<file path="config.mk">
export PLATFORM = sky130hd
export DESIGN_NAME = gmem_div
export DESIGN_NICKNAME = d
export VERILOG_FILES = /design/src/hw/rtl/gmem_pkg.sv /design/src/hw/rtl/gmem_div.sv
export SDC_FILE = /design/constraint.sdc
export NUM_CORES = 1
export LEC_CHECK = 0
export ABC_CLOCK_PERIOD_IN_PS = 5700
export BUFFER_PORTS_ARGS = -buffer_cell sky130_fd_sc_hd__buf_2
export CAP_MARGIN = 20
export CORE_UTILIZATION = 45
export CTS_CLUSTER_DIAMETER = 150
export DETAILED_ROUTE_END_ITERATION = 8
export GPL_ROUTABILITY_DRIVEN = 1
export GPL_TIMING_DRIVEN = 1
export PLACE_DENSITY = 0.74
export REMOVE_ABC_BUFFERS = 1
export SYNTH_ARGS = -nofsm -noshare
export SYNTH_HDL_FRONTEND = slang
export SYNTH_SLANG_ARGS = --single-unit
</file>
<file path="constraint.sdc">
create_clock -name clock -period 5.7 [get_ports clock]
set_clock_uncertainty 0.05 [all_clocks]
set_input_delay 0.57 -clock clock [delete_from_list [all_inputs] [get_ports clock]]
set_output_delay 0.57 -clock clock [all_outputs]
set_load 0.05 [all_outputs]
</file>
<file path="src/hw/rtl/gmem_pkg.sv">
// Package for the max-elevation grid map: widths, codes, state types.
// No dependencies.
package gmem_pkg;
   localparam int MaxColsDefault = 256;
   localparam int MaxRowsDefault = 256;
   localparam int CoordW = 24;

   localparam logic [1:0] ModeSingle = 2'd0;
   localparam logic [1:0] ModeBatch  = 2'd1;
   localparam logic [1:0] ModeQuery  = 2'd2;

   localparam logic [1:0] StatDone = 2'd0;
   localparam logic [1:0] StatSkip = 2'd1;
   localparam logic [1:0] StatErr  = 2'd2;

   localparam logic [2:0] RegXStart = 3'd0;
   localparam logic [2:0] RegXEnd   = 3'd1;
   localparam logic [2:0] RegZStart = 3'd2;
   localparam logic [2:0] RegZEnd   = 3'd3;
   localparam logic [2:0] RegCols   = 3'd4;
   localparam logic [2:0] RegRows   = 3'd5;
   localparam logic [2:0] RegLimit  = 3'd6;

   typedef enum logic [3:0] {
      ST_CLEAR, ST_IDLE, ST_DIVX, ST_DIVZ, ST_ADDR, ST_READ, ST_UPDATE, ST_OUT
   } state_type;

   typedef struct packed {
      logic [1:0]  mode;
      logic [23:0] point_x;
      logic [23:0] point_z;
      logic [23:0] point_height;
      logic [7:0]  query_col;
      logic [7:0]  query_row;
      logic [23:0] plane_offset;
   } req_type;

   typedef struct packed {
      logic [1:0]  status;
      logic [23:0] cell_height;
      logic        cell_seen;
      logic [23:0] center_x;
      logic [24:0] center_y;
      logic [23:0] center_z;
   } rsp_type;

   typedef struct packed {
      logic start;
      logic done;
   } div_ctl_type;
endpackage

</file>
<file path="src/hw/rtl/gmem_div.sv">
// Shared restoring divider, one quotient bit per cycle.
// Depends on gmem_pkg.
module gmem_div #(
   parameter int NW = 34,
   parameter int DW = 25
) (
   input  logic               clock,
   input  logic               reset,
   input  logic               start,
   input  logic [NW-1:0]      num,
   input  logic [DW-1:0]      den,
   output gmem_pkg::div_ctl_type ctl,
   output logic [NW-1:0]      quo
);
   localparam int CW = $clog2(NW + 1);
   logic [NW-1:0] q_ff, q_in;
   logic [DW:0]   r_ff, r_in;
   logic [DW-1:0] d_ff, d_in;
   logic [CW-1:0] cnt_ff, cnt_in;
   logic          busy_ff, busy_in, done_ff, done_in;
   logic [DW:0]   trial;

   always_comb begin
      q_in = q_ff; r_in = r_ff; d_in = d_ff; cnt_in = cnt_ff;
      busy_in = busy_ff; done_in = 1'b0;
      trial = {r_ff[DW-1:0], q_ff[NW-1]};
      if (start) begin
         q_in = num; r_in = '0; d_in = den; cnt_in = CW'(NW); busy_in = 1'b1;
      end else if (busy_ff) begin
         if (trial >= {1'b0, d_ff}) begin
            r_in = trial - {1'b0, d_ff};
            q_in = {q_ff[NW-2:0], 1'b1};
         end else begin
            r_in = trial;
            q_in = {q_ff[NW-2:0], 1'b0};
         end
         cnt_in = cnt_ff - 1'b1;
         if (cnt_ff == CW'(1)) begin
            busy_in = 1'b0; done_in = 1'b1;
         end
      end
   end

   always_ff @(posedge clock) begin
      q_ff <= q_in; r_ff <= r_in; d_ff <= d_in; cnt_ff <= cnt_in;
      if (reset) begin
         busy_ff <= 1'b0; done_ff <= 1'b0;
      end else begin
         busy_ff <= busy_in; done_ff <= done_in;
      end
   end

   assign ctl.start = start;
   assign ctl.done  = done_ff;
   assign quo = q_ff;
endmodule

</file>
==> summary.md, run 1 <==
| Metric | Value |
|---|---|
| Most common cell after layout, fill and taps aside | buf_2 |
| Multi-input gate area | approximately 2400 µm² |
| Drt total wl | 10850 µm |
| Chip height | 108.5 µm |
| Cells after Synth | 479 |
| Nets | 659 |
| Ant diodes | 0 |
| Xor/xnor cell area share of the yosys netlist | 3.259% |
| Mapped Area | between 5000 and 6000 µm² |
| CTS tree | built |
| Vias/cell | 5.500 |
| R2R Path End | r_ff[4] |
| Synthesis warning total | 0 |
| Vias | 3927 |
| Post-synthesis async set-or-reset flop share | 0% |
| Grt ovf | 0 |
| Number of synthesized flops with an enable pin | a little under 60 |
| Arr. time, crit path | 3.96 ns |
| Pwr Density | 309.0 nW/µm² |
| Crit Path Max Fanout | 23 |
| CTS Sinks | 92 |
| Ys flop type | edfxtp_1 |
| Slew Limit Fails | 0 |
| Drt initial violations | 166 |
| First-pass GRT wire length | 18240 µm |
| Vias in the first global route | 4089 |
| H-Tree Level Count | 3 |
| Area delta synth->final | 18.13% |
| Synth Area in Simple Gates | 12.52% |
| Clock Path Buffers | 2 |
| GRT Util Overall | roughly a fifth |
| Core area | 10940 µm² |
| Cell count of the worst hold path | 2 |
| Pin count of the biggest net entering global routing | 56 |
| Initial antenna violation count | 0 |
| Critical setup path kind | flip-flop to flip-flop |
| Worst-skew pair later-pin latency | between 0.3 and 0.4 ns |
| Fin crit period | about 3.8 ns |
| Routability cong. | 0.8824 |
| Slew headroom | 49.12% |
| Final Cell Area | 6032 µm² |
| Setup Fix Bufs, Post-CTS | 0 |
| Num CTS Buffers | 9 |
| Register area | ~2400 µm² |
| Routed wire per std cell | 15.19 µm |
| I/O pin count | 98 |
| Die X | 108.5 µm |
| Critical path origin | quo[33] |
| Proportion of layout cells with a drive suffix above 1 | 27.35% |
| R2R depth | 13 |
| Status | complete, no violations |
| Netlist cell types | 58 |
| Hold Path Sink | busy_ff |
| Initial Utilization | a little under half |
| Num rows | 38 |
| VDD IR max | 0.2866 mV |
| Hold_buf cts | 0 |
| Mux cell area share after synthesis | 10.22% |
| Max Clk Rate | 0.2623 GHz |
| Reg2Reg Setup Slack | 1.89 ns |
| Die area | 11780 µm² |
| Post-synthesis register bit count | 92 |
| Critical path data required time | slightly below 6 ns |
| Fillers | 964 |
| Leakage | 0.002620 µW |
| DRT antenna net count | 0 |
| Synth Area in Adders | 7.008% |
| Pre-antenna DRT Iters | 4 |
| Final Setup Violations | 0 |
| Final Hold Fails | 0 |
| Post-cts resize count | 0 |
| RSZ-0062 raised after global routing | no |
| Hpwl dp | just under 8000 µm |
| Hold Crit Class | input port to flip-flop |
| Root buf cell | clkbuf_16 |
| Setup TNS | 0 ns |
| DP Area | 5700 µm² |
| Max_cap viols | 0 |
| CP endpoint kind | flip-flop |
| CP max stage cell | a31oi_4 |
| Average cell area after synthesis | about 11 µm² |
| Clock transition time at the flip-flop clock pins of the worst setup and hold paths | 0.07 ns |
| RR Startpoint | quo[33] |
| Largest family of logic cells by synthesized area | compound AO/OA/AOI/OAI gates |
| Period utilization | 66.88% |
| # port buffers | 97 |
| Sequential element share of the synthesized area | between 40% and 50% |
| DRC viols | 0 |
| Crit-path max cell delay | 0.59 ns |
| CP Cell Sequence | inv_1 > ha_1 > inv_1 > fa_1 > a211oi_1 > o21ai_1 > o2111ai_1 > a31oi_2 > o41a_1 > a31oi_4 > buf_16 > mux2i_1 > a211oi_1 |
| Min-delay src | reset |
| Startpoint types | flip-flop |
| Most frequent cells in the layout | 96 x buf_2, 59 x edfxtp_1, 47 x nor2_1 |
| Post-synthesis compound-gate area fraction | ~14% |
| Worst Tran Pin Value | about 0.76 ns |
==> cells in the mapped netlist, drive strengths merged (8+ instances only) <==
| cell type | count | area (µm²) |
|---|---|---|
| edfxtp | 59 | 1772 |
| nor2 | 47 | 176.4 |
| inv | 38 | 142.6 |
| dfxtp | 33 | 660.6 |
| mux2 | 33 | 371.6 |
| ha | 27 | 337.8 |
| nand2 | 22 | 82.58 |
| a21oi | 21 | 105.1 |
| a211oi | 17 | 132.6 |
| mux2i | 15 | 150.1 |
| o21ai | 15 | 75.07 |
| clkbuf | 14 | 52.55 |
| nand3 | 11 | 55.05 |
| xnor2 | 11 | 96.34 |
| nor3 | 10 | 50.05 |
| buf | 8 | 53.80 |
| nor4 | 8 | 50.05 |
| xor2 | 8 | 70.07 |
==> power by group <==
| group | leakage (µW) | switching [µW] | internal [µW] |
|---|---|---|---|
| combinational | 0.00162 | 285 | 169 |
| sequential | 0.000858 | 35.2 | 775 |
| clock | 0.000145 | 263 | 338 |
| total | 0.00262 | 583 | 1280 |
==> worst max path at each step <==
stage                          end  slack, ns  cells past startpoint
after global routing       r_ff[4]       1.67                     13
after floorplan           r_ff[10]       0.86                     12
after CTS                 r_ff[16]       1.60                     12
after global placement    r_ff[16]       1.80                     12
after detailed placement  r_ff[16]       1.65                     12
final                      r_ff[4]       1.89                     13
==> registers in the layout, indices dropped and copies added (netlist names) <==
name / cells
quo: 34
done_ff: 1
cnt_ff: 6
d_ff: 25
busy_ff: 1
r_ff: 25
==> metal layers <==
layer  vias to the layer above  share of wire [%]  GRT usage (%)  wire (µm)
li1                       1959                  -              -          -
met1                      1825                 44          22.97       4808
met2                       130                 47          33.23       5076
met3                        13                7.1          7.655        768
met4                         0                1.8          8.398        194
met5                         -                  0              0          0
==> metrics by stage <==
stage,hold slack (ns),worst slack [ns],util (%),power (µW),std cells
after floorplan,0.4114,0.8647,-,1150,457
after global placement,0.4387,1.795,52.13,1259,697
after detailed placement,0.4442,1.650,52.13,1270,697
after CTS,0.3230,1.600,54.91,1878,713
after global routing,0.3254,1.671,55.16,1947,714
final,0.3361,1.888,55.16,1864,714
==> critical path: cells and delay by family, from the launching register on <==
family	cells	cell delay [ns]
buffers and inverters	3	0.37
adders and majority gates	2	0.59
DFF	1	0.41
muxes	1	0.22
AOI/OAI and AO/OA	7	2.00
==> final cells by class <==
class / count / share of cell area (%)
Clock buffer: 11 / 4.377
Inverter: 38 / 2.365
Multi-Input combinational cell: 327 / 40.45
Sequential cell: 92 / 40.32
Timing Repair Buffer: 101 / 8.919
Clock inverter: 5 / 0.6638
Tap cell: 140 / 2.904
==> logic make-up (layout without fill, tap and decap cells) <==
kind of cell	after synthesis	in the layout
AO/OA/AOI/OAI	101	101
XOR/XNOR	19	19
adder cells (fa/ha/maj)	28	28
buffers and inverters	60	155
flip-flops	92	92
multiplexers	48	48
AND/OR/NAND/NOR	131	131
Power figures use the tool's default switching activity.
==> run 2: changes to the inputs <==
Settings changed: ABC_CLOCK_PERIOD_IN_PS 5700 to 3100, PLACE_DENSITY 0.74 to 0.77.
Clock period 5.7 ns to 3.1 ns, I/O delays scaled along.
==> summary.md, run 2 (synthesis results as in run 1) <==
| Metric | Value |
|---|---|
| GRT Util Overall | 20.11% |
| Worst-skew pair later-pin latency | 0.36 ns |
| CP endpoint kind | flip-flop |
| Arr. time, crit path | 3.40 ns |
| Final worst slack | -0.09098 ns |
| Drt total wl | 11480 µm |
| Final Cell Area | 6225 µm² |
| Critical setup path kind | flip-flop to flip-flop |
| Drt initial violations | 197 |
| Most common cell after layout, fill and taps aside | buf_2 |
| DRT antenna net count | 0 |
| Failing checks | negative setup slack |
| Final Hold Fails | 0 |
| Num CTS Buffers | 9 |
| Worst Tran Pin Value | 0.5626 ns |
| Core area | 10940 µm² |
| Clock transition time at the flip-flop clock pins of the worst setup and hold paths | 0.07 ns |
| Crit-path max cell delay | 0.44 ns |
| Fillers | between 900 and 1000 |
| Min-delay src | den[18] |
| I/O pin count | 98 |
| Leakage | around 0.0027 µW |
| Num rows | 38 |
| Clock Path Buffers | 2 |
| CP Cell Sequence | inv_2 > ha_4 > inv_2 > fa_2 > a211oi_2 > o21ai_2 > o2111ai_2 > a31oi_2 > o41a_1 > a31oi_4 > clkbuf_16 > buf_4 > nand3_1 > o311ai_1 |
| Crit Path Max Fanout | 13 |
| Grt ovf | 0 |
| Final Setup Violations | 23 |
| Cell count of the worst hold path | 1 |
| R2R depth | 14 |
| Pwr Density | 553.2 nW/µm² |
| CP max stage cell | o41a_1 |
| Layout Cells excl Fill | 727 |
| # port buffers | 97 |
| Max_cap viols | 0 |
| Critical path origin | quo[33] |
| Period utilization | 102.9% |
| Max Clk Rate | 0.3134 GHz |
| H-Tree Level Count | 3 |
| Hpwl dp | 7843 µm |
| VDD IR max | between 0.5 and 0.6 mV |
| Ant diodes | 0 |
| Pin count of the biggest net entering global routing | 62 |
| Proportion of layout cells with a drive suffix above 1 | 31.35% |
| Cell mode on critical path | inv_2 |
| Status | finished with violations |
| Routability cong. | approximately 0.89 |
| Vias in the first global route | 4058 |
| Area delta synth->final | 21.91% |
| Fin crit period | around 3.2 ns |
| Chip height | between 100 and 150 µm |
| Root buf cell | clkbuf_16 |
| Placed insts | 705 |
| Slew Limit Fails | 0 |
| CTS tree | built |
| Most frequent cells in the layout | 96 x buf_2, 59 x edfxtp_1, 47 x nor2_1 |
| Startpoint types | flip-flop |
| Slew headroom | 62.15% |
| Initial Utilization | 46.69% |
| Largest register FFs | 34 |
| First-pass GRT wire length | 18350 µm |
| Vias | 4036 |
| Nets | 672 |
| Initial antenna violation count | 0 |
| RR Startpoint | quo[33] |
| DRC viols | 0 |
| CTS Sinks | 92 |
| Die area | 11780 µm² |
| Die X | 108.5 µm |
| Pre-antenna DRT Iters | 4 |
| Vias/cell | roughly 5.6 |
| Hold Crit Class | input port to flip-flop |
| Routed wire per std cell | between 15 and 20 µm |
| Critical path data required time | roughly 3.3 ns |
| DP Area | 5798 µm² |
| RSZ-0062 raised after global routing | yes |
[run 2: worst paths after layout]
kind,end,slack (ns)
setup / recovery,r_ff[2],-0.09
hold / removal,d_ff[18],0.07
setup reg to reg,r_ff[2],-0.09
hold reg to reg,r_ff[12],0.46
[run 2: report_power, final]
| group | total [µW] | switching [µW] | internal (µW) |
|---|---|---|---|
| registers | 1490 | 62.0 | 1420 |
| logic | 891 | 549 | 342 |
| clock network | 1070 | 509 | 558 |
| total | 3440 | 1120 | 2320 |
[run 2: critical path: cells and delay by family (launching register included)]
| family | cells | cell delay, ns |
|---|---|---|
| flops | 1 | 0.40 |
| buf+inv | 4 | 0.48 |
| fa+ha+maj | 2 | 0.50 |
| compound gates | 7 | 1.58 |
| simple gates | 1 | 0.07 |
[run 2: per-stage QoR]
stage | util (%) | worst slack, ns | total power, µW | hold slack [ns] | setup TNS [ns]
detailed placement | 53.02 | -0.2338 | 2354 | 0.4385 | -3.048
CTS | 55.79 | 0.02118 | 3431 | 0.06763 | 0
global placement | 53.02 | -0.07374 | 2334 | 0.4359 | -1.041
finish | 56.92 | -0.09098 | 3444 | 0.07490 | -1.299
global route | 56.92 | -0.2032 | 3595 | 0.06069 | -4.174
floorplan | - | -1.735 | 2115 | 0.3321 | -43.83
[run 2: repair_timing]
action | in CTS | in global routing
hold buffers | 0 | 0
resized for setup | 3 | 13
setup endpoints to repair | 26 | 24
gates cloned | 0 | 2
setup buffers | 1 | 3
pin swaps | 4 | 20
[run 2: cell type report]
type                    count  area (µm²)  share of cell area [%]
clock buffers               9       225.2                   3.618
multi-input cells         327        2504                   40.22
inverters                  38       142.6                   2.291
repair buffers            114       688.2                   11.06
clock inverters             7       57.56                  0.9246
flip-flops and latches     92        2432                   39.08
well taps                 140       175.2                   2.814
[run 2: layer usage]
layer / routed length (µm) / part of all wire (%) / GRT usage (%)
met5: 0 / 0 / 0
met1: 5091 / 44 / 24.19
met3: 769 / 6.7 / 6.751
met2: 5426 / 47 / 33.27
met4: 197 / 1.7 / 7.432
==> run 3: changes to the inputs <==
Settings changed: REMOVE_ABC_BUFFERS 1 to not set.
==> summary.md, run 3 (synthesis results as in run 1) <==
| Metric | Value |
|---|---|
| Core area | 10940 µm² |
| Nets | about 670 |
| Num CTS Buffers | 9 |
| Reg2Reg Setup Slack | 0.06 ns |
| Vias in the first global route | 3979 |
| R2R depth | 14 |
| Hold Crit Class | input port to flip-flop |
| Period utilization | 98.03% |
| RSZ-0062 raised after global routing | yes |
| Root buf cell | clkbuf_16 |
| GRT Util Overall | 20.37% |
| Place WS | 0.03685 ns |
| Grt ovf | 0 |
| CTS tree | built |
| First-pass GRT wire length | 18550 µm |
| Hpwl dp | 8065 µm |
| CP endpoint kind | flip-flop |
| Routability cong. | between 0.8 and 0.9 |
| Critical path data required time | 3.26 ns |
| Most frequent cells in the layout | 96 x buf_2, 59 x edfxtp_1, 47 x nor2_1 |
| Area delta synth->final | 20.78% |
| Cell count of the worst hold path | 1 |
| Pwr Density | slightly below 600 nW/µm² |
| Hold Worst Slack | approximately 0.085 ns |
| Die X | between 100 and 150 µm |
| Clock transition time at the flip-flop clock pins of the worst setup and hold paths | 0.07 ns |
| Most common cell after layout, fill and taps aside | buf_2 |
| Slew headroom | 60.66% |
| Drt initial violations | 220 |
| Num rows | 38 |
| Slew Limit Fails | 0 |
| Setup TNS | 0 ns |
| Critical setup path kind | flip-flop to flip-flop |
| Min-delay src | den[22] |
| Proportion of layout cells with a drive suffix above 1 | about 29% |
| Synth Net Count | between 500 and 600 |
| DRT antenna net count | 0 |
| Leakage | 0.002676 µW |
| VDD IR max | 0.4293 mV |
| Final worst slack | 0.06107 ns |
| CTS Sinks | 92 |
| Max_cap viols | 0 |
| Worst-skew pair later-pin latency | 0.35 ns |
| Pre-antenna DRT Iters | 6 |
| Fillers | 960 |
| R2R Path End | r_ff[15] |
| Initial antenna violation count | 0 |
| Worst Tran Pin Value | around 0.6 ns |
| Drt total wl | roughly 12000 µm |
| Crit Path Max Fanout | 10 |
| Largest register FFs | 34 |
| Fin crit period | ~3.0 ns |
| Clock Path Buffers | 2 |
| Chip height | 108.5 µm |
| I/O pin count | between 90 and 100 |
| Status | complete, no violations |
| Vias | about 3900 |
| Die area | 11780 µm² |
| Vias/cell | 5.458 |
| Pin count of the biggest net entering global routing | 48 |
| Routed wire per std cell | 15.97 µm |
| Hold_buf cts | 0 |
| # port buffers | 97 |
| Initial Utilization | 46.69% |
| Hold Path Sink | d_ff[22] |
| Startpoint types | flip-flop |
| Final Hold Fails | 0 |
| Final Setup Violations | 0 |
| H-Tree Level Count | 3 |
| Ant diodes | 0 |
| Max Clk Rate | 0.3291 GHz |
| Arr. time, crit path | around 3.2 ns |
| RR Startpoint | quo[33] |
| DRC viols | 0 |
run 3: worst max path at each step:
stage	start	to	cells after the start
after floorplan	quo[33]	r_ff[1]	14
after global routing	quo[33]	r_ff[20]	13
final	quo[33]	r_ff[15]	14
after CTS	quo[33]	r_ff[16]	13
after detailed placement	quo[33]	r_ff[16]	13
after global placement	quo[33]	r_ff[16]	13
run 3: metal layers:
| metal | routed length [µm] | share of wire [%] | up-vias | track usage (%) |
|---|---|---|---|---|
| li1 | - | - | 1972 | - |
| met5 | 0 | 0 | - | 0 |
| met4 | 165 | 1.4 | 0 | 6.371 |
| met3 | 688 | 6.0 | 13 | 6.389 |
| met2 | 5528 | 48 | 121 | 34.31 |
| met1 | 5146 | 45 | 1835 | 24.72 |
run 3: power breakdown:
group	switching [µW]	leakage, µW	internal (µW)
sequential	63.8	0.000858	1420
combinational	543	0.00166	328
clock	490	0.000155	717
run 3: final cells by class:
cell class                 count  area, µm²  share of cell area [%]
clock buffer                  10      229.0                   3.713
clock inverter                 6      96.34                   1.562
inverter                      38      142.6                   2.313
multi-input combinational    327       2480                   40.21
sequential                    92       2432                   39.44
tap                          140      175.2                   2.840
timing repair buffer         109      611.8                   9.921
run 3: critical path: stages, from the launching register on:
cell and delay, ns:
edfxtp_1 0.41, inv_1 0.08, ha_1 0.16, inv_1 0.06, fa_2 0.39, a211oi_4 0.24
o21ai_2 0.09, o2111ai_2 0.11, a31oi_2 0.13, o41a_1 0.39, a31oi_4 0.23, buf_4 0.17
clkbuf_16 0.14, mux2i_1 0.18, a211oi_1 0.08
run 3: through the flow:
| stage | util, % | cells | total power [µW] | area [µm²] |
|---|---|---|---|---|
| 2_1_floorplan | - | 479 | 2139 | 5124 |
| 3_3_place_gp | 52.78 | 703 | 2332 | 5772 |
| 3_5_place_dp | 52.78 | 703 | 2356 | 5772 |
| 4_1_cts | 55.76 | 719 | 3571 | 6097 |
| 5_1_grt | 56.40 | 722 | 3720 | 6167 |
| 6_report | 56.40 | 722 | 3567 | 6167 |
run 3: what timing repair did:
item / in CTS / in global routing
endpoints found under the setup margin: 0 / 11
gates resized for setup: 0 / 7
setup buffers: 0 / 2
hold endpoints to repair: 0 / 0
